### config.mk
export PLATFORM = sky130hd
export DESIGN_NAME = bqc_accum
export DESIGN_NICKNAME = d
export VERILOG_FILES = /design/src/hw/rtl/bqc_pkg.sv /design/src/hw/rtl/bqc_accum.sv
export SDC_FILE = /design/constraint.sdc
export NUM_CORES = 1
export LEC_CHECK = 0
export BUFFER_PORTS_ARGS = -buffer_cell sky130_fd_sc_hd__buf_2
export CORE_ASPECT_RATIO = 0.5
export CORE_MARGIN = 2
export CORE_UTILIZATION = 53
export CTS_CLUSTER_SIZE = 20
export DETAILED_ROUTE_END_ITERATION = 12
export PLACE_DENSITY = 0.82
export RECOVER_POWER = 25
export SETUP_SLACK_MARGIN = 0.2
export SYNTH_ARGS = -nofsm -noshare
export SYNTH_HDL_FRONTEND = slang
export SYNTH_SLANG_ARGS = --single-unit
### constraint.sdc
create_clock -name aclk -period 8.2 [get_ports aclk]
set_input_delay 0.82 -clock aclk [delete_from_list [all_inputs] [get_ports aclk]]
set_output_delay 0.82 -clock aclk [all_outputs]
set_load 0.005 [all_outputs]
### src/hw/rtl/bqc_pkg.sv
package bqc_pkg;

    localparam int TABLE_DEPTH_DEF = 4096;
    localparam int MAX_BASES_DEF   = 16;

    localparam int SEQ_W      = 48;
    localparam int LEN_W      = 8;
    localparam int QCHAR_W    = 7;
    localparam int INDEX_W    = 12;
    localparam int SUM_W      = 23;
    localparam int COUNT_W    = 16;
    localparam int BLEN_W     = 5;
    localparam int CUTOFF_W   = 7;
    localparam int TSIZE_W    = 13;
    localparam int REQ_W      = 2;
    localparam int STATUS_W   = 2;
    localparam int PADDR_W    = 4;
    localparam int PDATA_W    = 32;
    localparam int S_TDATA_W  = 80;
    localparam int M_TDATA_W  = 64;

    localparam logic [QCHAR_W-1:0]  PHRED_OFFSET     = 7'd33;
    localparam logic [COUNT_W-1:0]  COUNT_MAX        = 16'hFFFF;
    localparam logic [BLEN_W-1:0]   RESET_BLEN       = 5'd15;
    localparam logic [CUTOFF_W-1:0] RESET_CUTOFF     = 7'd20;
    localparam logic [TSIZE_W-1:0]  RESET_TABLE_SIZE = 13'd0;

    localparam logic [REQ_W-1:0] REQ_LOAD    = 2'd0;
    localparam logic [REQ_W-1:0] REQ_BARCODE = 2'd1;
    localparam logic [REQ_W-1:0] REQ_QUAL    = 2'd2;

    localparam logic [STATUS_W-1:0] STAT_NOT_FOUND   = 2'd0;
    localparam logic [STATUS_W-1:0] STAT_FOUND       = 2'd1;
    localparam logic [STATUS_W-1:0] STAT_LOW_QUALITY = 2'd2;
    localparam logic [STATUS_W-1:0] STAT_WRONG_SIZE  = 2'd3;

    localparam logic [1:0] REG_BARCODE_LENGTH = 2'd0;
    localparam logic [1:0] REG_QUALITY_CUTOFF = 2'd1;
    localparam logic [1:0] REG_TABLE_SIZE     = 2'd2;

    typedef enum logic [2:0] {
        ST_IDLE,
        ST_EVAL,
        ST_READ,
        ST_CMP,
        ST_OUT
    } state_t;

    typedef struct packed {
        logic [BLEN_W-1:0]   barcode_length;
        logic [CUTOFF_W-1:0] quality_cutoff;
        logic [TSIZE_W-1:0]  table_size;
    } cfg_t;

    typedef struct packed {
        logic [LEN_W-1:0]   length;
        logic [SUM_W-1:0]   sum;
        logic [COUNT_W-1:0] count;
    } read_info_t;

endpackage

### src/hw/rtl/bqc_accum.sv
module bqc_accum import bqc_pkg::*; #(
    parameter int MAX_BASES = MAX_BASES_DEF,
    localparam int FULL_W = 3 * MAX_BASES,
    localparam int KW = (FULL_W < SEQ_W) ? FULL_W : SEQ_W
) (
    input  logic               aclk,
    input  logic               aresetn,
    input  logic               in_accept,
    input  logic [REQ_W-1:0]   in_req,
    input  logic [SEQ_W-1:0]   seq_code,
    input  logic [LEN_W-1:0]   seq_len,
    input  logic [QCHAR_W-1:0] quality_char,
    input  logic               clear,
    output read_info_t         info,
    output logic [KW-1:0]      code
);

    logic [KW-1:0]      code_reg,  code_next;
    logic [LEN_W-1:0]   len_reg,   len_next;
    logic [SUM_W-1:0]   sum_reg,   sum_next;
    logic [COUNT_W-1:0] count_reg, count_next;
    logic [QCHAR_W-1:0] score;

    // characters below the offset score zero
    assign score = (quality_char >= PHRED_OFFSET) ? quality_char - PHRED_OFFSET : '0;

    always_comb begin
        code_next  = code_reg;
        len_next   = len_reg;
        sum_next   = sum_reg;
        count_next = count_reg;
        if (clear) begin
            sum_next   = '0;
            count_next = '0;
        end else if (in_accept && in_req == REQ_BARCODE) begin
            code_next  = seq_code[KW-1:0];
            len_next   = seq_len;
            sum_next   = '0;
            count_next = '0;
        end else if (in_accept && in_req == REQ_QUAL && count_reg != COUNT_MAX) begin
            sum_next   = sum_reg + SUM_W'(score);
            count_next = count_reg + COUNT_W'(1);
        end
    end

    always_ff @(posedge aclk) begin
        if (!aresetn) begin
            code_reg  <= '0;
            len_reg   <= '0;
            sum_reg   <= '0;
            count_reg <= '0;
        end else begin
            code_reg  <= code_next;
            len_reg   <= len_next;
            sum_reg   <= sum_next;
            count_reg <= count_next;
        end
    end

    assign info.length = len_reg;
    assign info.sum    = sum_reg;
    assign info.count  = count_reg;
    assign code        = code_reg;

endmodule

==> qor.yml <==
status:
  status: "complete, no violations"
timing:
  rsz0062_at_grt: "false"
  min_period_ps: 3636
  clock.fmax_ghz: 0.2750
  skew_ps: 6.279
  slew_headroom_pct: 32.68
  fin_hold_ws_ps: 462.1
  tns_ps: 0
  drv_slew: 0
  worstMarginPinSlew_ps: 1010
  setup_violations: 0
  setup_ws_ps: 4564
  period_share_pct: 44.34
  hold_viol: 0
logic_synthesis:
  ys_seq_area_share_pct: 43.30
  synthCells: 526
  synth-async-reset-ratio_pct: 0
  synth-edff-count: 0
  synth_area_mm2: 0.004392
  yosys.area.top_type: "dfxtp_1"
  ys_types: 52
  synth_area_leaders: "dfxtp_1 43%, nand2_1 12%, a21boi_0 9.7%"
  postSynthAreaPerCell_um2: 8.349
  yosys_warnings: 0
  synth_top_area_share_pct: 43.30
  synth_seq_cells: 95
  synth_fp_nets: 606
  yosys_most_used_dff: "dfxtp_1"
floorplan:
  die_y_um: 68.37
  die_area_mm2: 0.009074
  die_w_um: 132.7
  initial_core_util_pct: 54.70
  rows: 23
  num_io_pins: 164
  design.core.area_mm2: 0.008029
run:
  max_cap_viol_count: 0
placement:
  hpwl_um: 7167
  dp_slack_ps: 4261
  gp_congestion: 0.8000
  dp_cells: 775
  numPortBuffers: 163
  placed_area_mm2: 0.005243
finish:
  finish.utilization_pct: 68.29
  nNetsFinal: 754
  layout-drive-gt1-share_pct: 23.86
  fillers: 695
  synthToLayoutAreaGrowth_pct: 24.84
  final_cells: 791
  multi_input_area_mm2: 0.002336
  antenna_cells: 0
  largest_register_ffs: 48
  design_area_mm2: 0.005483
  seq_area_mm2: 0.001902
grt:
  grt_pass1_wl_um: 15880
  track_usage_pct: 21.56
  antenna_found_initial: 0
  grt_max_degree: 59
  grt_overflow: 0
  grt_pass1_vias: 3589
detailed_routing:
  vias_per_cell: 5.181
  drc_errors: 0
  drt-initial-drc-count: 286
  drtAntennaViolNets: 0
  dr.pass1.iters: 4
  routed_wl_um: 10280
  num_vias: 4098
  wl_per_cell_um: 13.00
clock_tree:
  postCtsSetupRepairBufs: 0
  clk_path_buf_depth: 2
  root_buffer: "clkbuf_16"
  cts_buffers: 9
  clkSinkCount: 95
  hold_buffers: 0
  clk-insertion-delay-late_ps: 330
  ctsResizeCount: 0
  cts.clk_slew.worst_paths_ps: 60
  cts_tree: "done"
  cts_htree_levels: 3
setup_path:
  cp_max_fo: 9
  start_kind: "primary input"
  crit_path_end_kind: "register"
  cp.required_ps: 8450
  critPathArrivalTime_ps: 3890
  path_class: "in -> reg"
pwr:
  power_density_mw_per_mm2: 169.2
  vdd_ir_drop_max_uv: 124.4
  leakagePower_nw: 2.216
  total_power_mw: 0.9279
worst_hold_path:
  hp-class: "reg -> reg"
-- path summary, 6_finish.rpt --
check / depth (start not counted) / to / slack [ps] / startpoint
hold / removal: 2 / code[31]$_SDFFE_PN0P_ / 460 / code[31]$_SDFFE_PN0P_
hold reg to reg: 2 / code[31]$_SDFFE_PN0P_ / 460 / code[31]$_SDFFE_PN0P_
setup / recovery: 12 / sum_reg[19]$_SDFFE_PP0P_ / 4560 / quality_char[3]
setup reg to reg: 6 / sum_reg[19]$_SDFFE_PP0P_ / 6010 / sum_reg[1]$_SDFFE_PP0P_
-- synth_stat cells (all sizes together), types with 2 or more instances --
| cell type | instances |
|---|---|
| o21ai | 8 |
| nand4 | 13 |
| or4b | 2 |
| nor2 | 25 |
| or4 | 4 |
| a21o | 2 |
| o211ai | 2 |
| a21boi | 57 |
| nor3 | 5 |
| nand2 | 146 |
| o2111ai | 2 |
| xnor2 | 7 |
| buf | 9 |
| a211oi | 7 |
| a21oi | 25 |
| nand3 | 13 |
| clkbuf | 20 |
| inv | 7 |
| mux2i | 8 |
| dfxtp | 95 |
| or2 | 2 |
| nand2b | 7 |
| xor2 | 11 |
| and4 | 5 |
| ha | 10 |
| and2 | 4 |
| and3b | 2 |
| nand4b | 2 |
| and3 | 4 |
| nor4 | 3 |
| or3 | 3 |
| o31ai | 4 |
| nand3b | 3 |
-- report_power, final --
part	switching, mW	leakage (nW)	internal, mW
sequential	0.00317	0.767	0.467
combinational	0.0345	1.31	0.0300
clock	0.178	0.139	0.215
total	0.215	2.22	0.712
-- critical path: stages --
cell and delay, ps:
buf_2 120, nor3_1 270, nand3_1 180, or2_2 310
a21oi_1 310, nor2_1 130, ha_1 300, a21o_1 170
and4_1 220, o211ai_1 640, a211oi_1 190, mux2i_1 220
-- final cells by class --
cell class,count,share of cell area [%]
clock buffers,10,4.359
clock inverters,6,0.7987
inverters,7,0.4792
multi-input cells,395,42.61
flip-flops and latches,95,34.69
well taps,112,2.556
repair buffers,166,14.51
-- cells by family (layout without fill, tap and decap cells) --
family | Yosys count | in the layout | share of synthesized area [%]
adders and majority gates | 11 | 11 | 3.305
buffers and inverters | 36 | 189 | 3.675
xor gates and xnor gates | 18 | 18 | 3.590
muxes | 8 | 8 | 1.823
and+or+nand+nor | 245 | 245 | 26.75
AOI/OAI and AO/OA | 113 | 113 | 17.55
DFF | 95 | 95 | 43.30
-- cell usage in the layout, fill, tap and decap left out, types with 3 or more instances in the layout --
| cell | netlist | routed |
|---|---|---|
| nand2_1 | 144 | 144 |
| buf_2 | 3 | 129 |
| dfxtp_1 | 95 | 95 |
| a21boi_0 | 57 | 57 |
| clkbuf_1 | 20 | 34 |
| a21oi_1 | 25 | 25 |
| nor2_1 | 25 | 24 |
| nand3_1 | 13 | 13 |
| nand4_1 | 13 | 13 |
| xor2_1 | 11 | 11 |
| ha_1 | 10 | 10 |
| clkbuf_16 | 0 | 9 |
| o21ai_0 | 8 | 8 |
| mux2i_1 | 8 | 8 |
| inv_1 | 7 | 7 |
| xnor2_1 | 7 | 7 |
| nand2b_1 | 7 | 7 |
| a211oi_1 | 7 | 7 |
| nor3_1 | 4 | 4 |
| and3_1 | 4 | 4 |
| o31ai_1 | 4 | 4 |
| or4_1 | 4 | 4 |
| nand3b_1 | 3 | 3 |
| or3_1 | 3 | 3 |
| buf_4 | 0 | 3 |
-- layer usage --
layer	track usage [%]	up-vias	part of all wire [%]
li1	-	2107	-
met1	25.29	1865	44
met2	38.28	116	49
met3	6.741	10	5.7
met4	7.796	0	0.74
met5	0	-	0
(Power assumes the default switching activity.)
