<file path="src/hw/rtl/bqc_pkg.sv">
package bqc_pkg;

    localparam int TABLE_DEPTH_DEF = 4096;
    localparam int MAX_BASES_DEF   = 16;

    localparam int SEQ_W      = 48;
    localparam int LEN_W      = 8;
    localparam int QCHAR_W    = 7;
    localparam int INDEX_W    = 12;
    localparam int SUM_W      = 23;
    localparam int COUNT_W    = 16;
    localparam int BLEN_W     = 5;
    localparam int CUTOFF_W   = 7;
    localparam int TSIZE_W    = 13;
    localparam int REQ_W      = 2;
    localparam int STATUS_W   = 2;
    localparam int PADDR_W    = 4;
    localparam int PDATA_W    = 32;
    localparam int S_TDATA_W  = 80;
    localparam int M_TDATA_W  = 64;

    localparam logic [QCHAR_W-1:0]  PHRED_OFFSET     = 7'd33;
    localparam logic [COUNT_W-1:0]  COUNT_MAX        = 16'hFFFF;
    localparam logic [BLEN_W-1:0]   RESET_BLEN       = 5'd15;
    localparam logic [CUTOFF_W-1:0] RESET_CUTOFF     = 7'd20;
    localparam logic [TSIZE_W-1:0]  RESET_TABLE_SIZE = 13'd0;

    localparam logic [REQ_W-1:0] REQ_LOAD    = 2'd0;
    localparam logic [REQ_W-1:0] REQ_BARCODE = 2'd1;
    localparam logic [REQ_W-1:0] REQ_QUAL    = 2'd2;

    localparam logic [STATUS_W-1:0] STAT_NOT_FOUND   = 2'd0;
    localparam logic [STATUS_W-1:0] STAT_FOUND       = 2'd1;
    localparam logic [STATUS_W-1:0] STAT_LOW_QUALITY = 2'd2;
    localparam logic [STATUS_W-1:0] STAT_WRONG_SIZE  = 2'd3;

    localparam logic [1:0] REG_BARCODE_LENGTH = 2'd0;
    localparam logic [1:0] REG_QUALITY_CUTOFF = 2'd1;
    localparam logic [1:0] REG_TABLE_SIZE     = 2'd2;

    typedef enum logic [2:0] {
        ST_IDLE,
        ST_EVAL,
        ST_READ,
        ST_CMP,
        ST_OUT
    } state_t;

    typedef struct packed {
        logic [BLEN_W-1:0]   barcode_length;
        logic [CUTOFF_W-1:0] quality_cutoff;
        logic [TSIZE_W-1:0]  table_size;
    } cfg_t;

    typedef struct packed {
        logic [LEN_W-1:0]   length;
        logic [SUM_W-1:0]   sum;
        logic [COUNT_W-1:0] count;
    } read_info_t;

endpackage

</file>
<file path="src/hw/rtl/bqc_ctrl.sv">
module bqc_ctrl import bqc_pkg::*; #(
    parameter int TABLE_DEPTH = TABLE_DEPTH_DEF,
    parameter int MAX_BASES = MAX_BASES_DEF,
    localparam int AW = $clog2(TABLE_DEPTH),
    localparam int SW = $clog2(TABLE_DEPTH + 1),
    localparam int FULL_W = 3 * MAX_BASES,
    localparam int KW = (FULL_W < SEQ_W) ? FULL_W : SEQ_W
) (
    input  logic                aclk,
    input  logic                aresetn,
    input  cfg_t                cfg,
    input  logic                in_accept,
    input  logic [REQ_W-1:0]    in_req,
    input  logic                in_last,
    output logic                in_ready,
    input  read_info_t          info,
    input  logic [KW-1:0]       code,
    output logic                acc_clear,
    output logic                rd_en,
    output logic [AW-1:0]       rd_addr,
    input  logic [KW-1:0]       rd_data,
    output logic                m_valid,
    input  logic                m_ready,
    output logic [STATUS_W-1:0] m_status,
    output logic [INDEX_W-1:0]  m_index,
    output logic [SEQ_W-1:0]    m_code
);

    state_t state_reg, state_next;

    logic [SW-1:0]       lo_reg;
    logic [SW-1:0]       hip1_reg;
    logic [AW-1:0]       mid_reg;
    logic [STATUS_W-1:0] res_status_reg;
    logic [INDEX_W-1:0]  res_pos_reg;

    logic                m_valid_reg;
    logic [STATUS_W-1:0] m_status_reg;
    logic [INDEX_W-1:0]  m_index_reg;
    logic [SEQ_W-1:0]    m_code_reg;

    logic [SW-1:0]       n_entries;
    logic [BLEN_W-1:0]   n_bases;
    logic [6:0]          mask_shift;
    logic [FULL_W-1:0]   full_mask;
    logic [KW-1:0]       key_mask;
    logic [KW-1:0]       key;
    logic [KW-1:0]       entry_key;
    logic                key_eq;
    logic                key_lt;
    logic [SW-1:0]       span;
    logic [SW-1:0]       mid_calc;
    logic [SW-1:0]       mid_ext;
    logic [SW-1:0]       mid_inc;
    logic                more;
    logic                len_over;
    logic [SUM_W-1:0]    cutoff_total;
    logic                qual_short;
    logic [STATUS_W-1:0] eval_status;
    logic                out_free;
    logic                out_load;
    logic                final_qual;

    assign final_qual = in_accept && in_req == REQ_QUAL && in_last;

    assign n_entries = (int'(cfg.table_size) > TABLE_DEPTH) ? SW'(TABLE_DEPTH)
                                                          : SW'(cfg.table_size);

    // compare over the leading bases only
    assign n_bases    = (int'(cfg.barcode_length) > MAX_BASES) ? BLEN_W'(MAX_BASES)
                                                             : cfg.barcode_length;
    assign mask_shift = 7'(n_bases) * 7'd3;
    assign full_mask  = ~({FULL_W{1'b1}} >> mask_shift);
    assign key_mask   = KW'(full_mask);
    assign key        = code & key_mask;
    assign entry_key  = rd_data & key_mask;
    assign key_eq     = key == entry_key;
    assign key_lt     = key < entry_key;

    // hip1 is one past the upper bound
    assign span     = hip1_reg - lo_reg - SW'(1);
    assign mid_calc = lo_reg + (span >> 1);
    assign mid_ext  = SW'(mid_reg);
    assign mid_inc  = mid_ext + SW'(1);
    assign more     = key_lt ? (lo_reg < mid_ext) : (mid_inc < hip1_reg);

    assign len_over     = info.length > LEN_W'(cfg.barcode_length);
    assign cutoff_total = SUM_W'(cfg.quality_cutoff) * SUM_W'(info.count);
    assign qual_short   = info.sum < cutoff_total;
    assign eval_status  = len_over   ? STAT_WRONG_SIZE :
                          qual_short ? STAT_LOW_QUALITY : STAT_NOT_FOUND;

    assign out_free = !m_valid_reg || m_ready;

    always_comb begin
        state_next = state_reg;
        unique case (state_reg)
            ST_IDLE: begin
                if (final_qual) begin
                    state_next = ST_EVAL;
                end
            end
            ST_EVAL: begin
                if (len_over || qual_short || n_entries == '0) begin
                    state_next = ST_OUT;
                end else begin
                    state_next = ST_READ;
                end
            end
            ST_READ: begin
                state_next = ST_CMP;
            end
            ST_CMP: begin
                if (!key_eq && more) begin
                    state_next = ST_READ;
                end else begin
                    state_next = ST_OUT;
                end
            end
            ST_OUT: begin
                if (out_free) begin
                    state_next = ST_IDLE;
                end
            end
            default: begin
                state_next = ST_IDLE;
            end
        endcase
    end

    always_comb begin
        in_ready = 1'b0;
        rd_en    = 1'b0;
        out_load = 1'b0;
        unique case (state_reg)
            ST_IDLE: in_ready = 1'b1;
            ST_READ: rd_en    = 1'b1;
            ST_OUT:  out_load = out_free;
            default: ;
        endcase
    end

    assign acc_clear = out_load;
    assign rd_addr   = AW'(mid_calc);

    always_ff @(posedge aclk) begin
        if (!aresetn) begin
            state_reg <= ST_IDLE;
        end else begin
            state_reg <= state_next;
        end
    end

    always_ff @(posedge aclk) begin
        case (state_reg)
            ST_EVAL: begin
                lo_reg         <= '0;
                hip1_reg       <= n_entries;
                res_status_reg <= eval_status;
                res_pos_reg    <= '0;
            end
            ST_READ: begin
                mid_reg <= AW'(mid_calc);
            end
            ST_CMP: begin
                if (key_eq) begin
                    res_status_reg <= STAT_FOUND;
                    res_pos_reg    <= INDEX_W'(mid_reg);
                end else if (key_lt) begin
                    hip1_reg <= mid_ext;
                end else begin
                    lo_reg <= mid_inc;
                end
            end
            default: ;
        endcase
    end

    always_ff @(posedge aclk) begin
        if (!aresetn) begin
            m_valid_reg <= 1'b0;
        end else if (out_load) begin
            m_valid_reg <= 1'b1;
        end else if (m_ready) begin
            m_valid_reg <= 1'b0;
        end
    end

    always_ff @(posedge aclk) begin
        if (out_load) begin
            m_status_reg <= res_status_reg;
            m_index_reg  <= res_pos_reg;
            m_code_reg   <= SEQ_W'(code);
        end
    end

    assign m_valid  = m_valid_reg;
    assign m_status = m_status_reg;
    assign m_index  = m_index_reg;
    assign m_code   = m_code_reg;

endmodule

</file>
<file path="config.mk">
export PLATFORM = sky130hd
export DESIGN_NAME = bqc_ctrl
export DESIGN_NICKNAME = d
export VERILOG_FILES = /design/src/hw/rtl/bqc_pkg.sv /design/src/hw/rtl/bqc_ctrl.sv
export SDC_FILE = /design/constraint.sdc
export NUM_CORES = 1
export LEC_CHECK = 0
export BUFFER_PORTS_ARGS = -buffer_cell sky130_fd_sc_hd__buf_2
export CELL_PAD_IN_SITES_DETAIL_PLACEMENT = 0
export CELL_PAD_IN_SITES_GLOBAL_PLACEMENT = 1
export CORE_ASPECT_RATIO = 0.5
export CORE_MARGIN = 2
export CORE_UTILIZATION = 30
export DETAILED_ROUTE_END_ITERATION = 6
export MAX_ROUTING_LAYER = met4
export PLACE_DENSITY_LB_ADDON = 0.1
export SLEW_MARGIN = 30
export SYNTH_ARGS = -nofsm -noshare
export SYNTH_HDL_FRONTEND = slang
export SYNTH_SLANG_ARGS = --single-unit
</file>
<file path="constraint.sdc">
create_clock -name aclk -period 17.3 [get_ports aclk]
set_input_delay 0.865 -clock aclk [delete_from_list [all_inputs] [get_ports aclk]]
set_output_delay 0.865 -clock aclk [all_outputs]
set_load 0.01 [all_outputs]
</file>
==> metrics.md <==
| Metric | Value |
|---|---|
| Status | `complete, no violations` |
| Core area | `38860 µm²` |
| Leakage | `6.859 nW` |
| CTS sink cnt | `around 120` |
| Crit path max-delay cell type | `fa_1` |
| Area contributors post-synth | `edfxtp_1 (29%), ha_1 (18%), fa_1 (12%)` |
| Synthesized Nets | `1626` |
| Avg Cell Area, Syn | `~9.7 µm²` |
| Synth Flop Type | `edfxtp_1` |
| Reg2reg setup slack | `13.41 ns` |
| Max_cap viols | `0` |
| Sum Neg Setup Slack | `0 ns` |
| CP most frequent cell | `fa_1` |
| Num rows | `51` |
| Synth Instances | `1212` |
| Worst Path Required | `~18 ns` |
| Count of pins over their slew limit | `0` |
| Place WS | `10.14 ns` |
| Post-CTS Setup Inserts | `0` |
| Number of distinct library cells after synthesis | `58` |
| Cell Area, Synth | `11810 µm²` |
| CP Class | `in -> reg` |
| Global-route wire length before repair | `52140 µm` |
| Final nets | `1884` |
| Starting density of the core | `30.38%` |
| Critical path launch point type | `primary input` |
| Final Hold Fails | `0` |
| Final setup violation count | `0` |
| Antenna violations before repair | `0` |
| Commonest non-fill, non-tap cell in the layout | `buf_2` |
| Largest net degree at the start of global routing | `between 60 and 70` |
| Most frequent cells in the layout | `buf_2 (252), ha_1 (167), inv_1 (127), edfxtp_1 (114), and2_1 (108)` |
| Clk root buf | `clkbuf_16` |
| Die height | `~140 µm` |
| Worst Hold Launch | `res_pos_reg[9]` |
| Worst Reg-to-Reg Cells | `15` |
| Post-synthesis sequential area ratio | `29.67%` |
| DR iter-0 viols | `roughly 340` |
| Worst Setup End Kind | `register` |
| Min Tclk post-route | `between 6 and 7 ns` |
| Final antenna-violating net count | `0` |
| # hold bufs at CTS | `0` |
| Reg2reg end | `mid_reg[10]` |
| Leading area contributor after synthesis | `edfxtp_1` |
| Worst vdd ir | `slightly above 0.05 mV` |
| Clock skew | `0.01429 ns` |
| Setup WS post-layout | `around 11 ns` |
| Crit path largest cell delay | `0.54 ns` |
| Worst path arrival time | `7.04 ns` |
| Clk buf depth | `2` |
| Drt pass-1 iters | `4` |
| Yosys top cell area share | `29.00%` |
| Share of flip-flops with an asynchronous set or reset | `0%` |
| Placed wire-length estimate | `27860 µm` |
| Pwr dens | `~94 nW/µm²` |
| Residual DRC | `0` |
| Total die area | `41050 µm²` |
| PortBufs | `roughly 250` |
| Worst Setup SP | `cfg[18]` |
| Num CTS Buffers | `17` |
| Vias in the first global route | `9791` |
| Worst rel slew slack | `between 30% and 40%` |
| Synthesis-to-layout area growth | `21.82%` |
| Skew-Pair Late Insertion Delay | `0.43 ns` |
| Worst setup endpoint | `state_reg[1]` |
| Tightest Hold Check Type | `reg -> reg` |
| Congestion Overflow GR | `0` |
| Maximum clock rate | `roughly 150 MHz` |
| Gr usage total | `16.63%` |
| Clk pin slew, worst setup/hold paths | `around 0.06 ns` |
| Die W | `284.6 µm` |
| YS warnings | `0` |
| Routability cong. | `0.8170` |
| TritonCTS clock tree | `done` |
| Worst-margin pin slew | `roughly 0.94 ns` |
| Layout cells sized above 1 | `about a fifth` |
| Htree depth | `4` |
| Largest register FFs | `48` |
| N_diodes | `0` |
| Final period utilization | `38.98%` |
| # resized after CTS | `0` |
| RSZ-0062 raised after global routing | `no` |
| I/O pins | `253` |
| Post-synth EDFFs | `114` |
| Synthesis-stage register bit count | `118` |
| Hold slack | `0.4184 ns` |
| Vias per inst | `approximately 4.7` |
| PnR Total Power | `1.357 mW` |
| WL/cell | `16.52 µm` |
| Total number of vias | `9489` |
| Crit Path Max Fanout | `16` |
| Reg2reg start | `lo_reg[1]` |
| Routed WL | `33260 µm` |
| Post-layout util | `37.01%` |
[final cells by class]
type                            instances  area, µm²
Clock inverter                         15      225.2
Tap cell                              530      663.1
Fill cell                            4006      24480
Timing Repair Buffer                  258       1306
Clock buffer                           17      425.4
Sequential cell                       118       3503
Multi-Input combinational cell        948       7782
Inverter                              127      476.7
[how the worst min path moves through the flow]
stage,to,slack (ns),depth (start not counted)
finish,m_index[9],0.42,0
global route,m_index[0],0.43,0
CTS,m_index[3],0.42,0
detailed placement,m_index[0],0.41,0
global placement,m_status[0],0.40,0
floorplan,m_index[0],0.40,0
[where the power goes]
| group | internal [mW] | switching, mW | leakage (nW) |
|---|---|---|---|
| combinational | 0.282 | 0.358 | 5.49 |
| clock | 0.256 | 0.144 | 0.309 |
| sequential | 0.316 | 0.00153 | 1.06 |
[per-stage QoR]
step                cells  area, µm²
floorplan            1212      11810
global placement     1981      13720
detailed placement   1981      13730
CTS                  2013      14380
global route         2013      14380
finish               2013      14380
[metal layers]
metal | track usage [%] | routed length [µm]
met1 | 20.39 | 15360
met2 | 29.47 | 16560
met3 | 1.593 | 739
met4 | 4.681 | 595
met5 | - | 0
[Yosys cell counts (2+ instances only)]
cell type,count
ha_1,167
inv_1,127
edfxtp_1,114
and2_1,108
nand2_1,105
fa_1,72
nor2_1,67
a21oi_1,62
o21ai_0,49
a21o_1,44
xnor2_1,35
nor2b_1,21
nand3_1,20
nand4_1,19
nor3_1,19
clkbuf_1,18
nand2b_1,17
o21a_1,17
xor2_1,15
o211ai_1,11
nor4_1,10
and3_1,9
a211oi_1,7
o211a_1,7
a211o_1,6
a21boi_0,6
o2111ai_1,6
a31oi_1,5
dfxtp_1,4
o21bai_1,4
or2_2,4
a2111oi_0,3
a41o_1,3
o31ai_1,3
a41oi_1,2
and4_1,2
nor3b_1,2
or3_1,2
[worst max-delay path: cells and delay by family]
kind	cells	cell delay (ns)
AO/OA/AOI/OAI	9	2.11
XOR/XNOR	1	0.17
adder cells (fa/ha/maj)	6	2.67
buffers and inverters	3	0.36
AND/OR/NAND/NOR	6	0.83
[cell families (layout without fill, tap and decap cells)]
family,Yosys count,in the layout,share of synthesized area (%)
multiplexers,1,1,0.1271
flip-flops,118,118,29.67
XOR/XNOR,50,50,3.709
buffers and inverters,146,417,4.642
AO/OA/AOI/OAI,247,247,14.06
AND/OR/NAND/NOR,411,411,17.88
adder cells (fa/ha/maj),239,239,29.91
No activity file was read; power rests on OpenSTA's default activity.
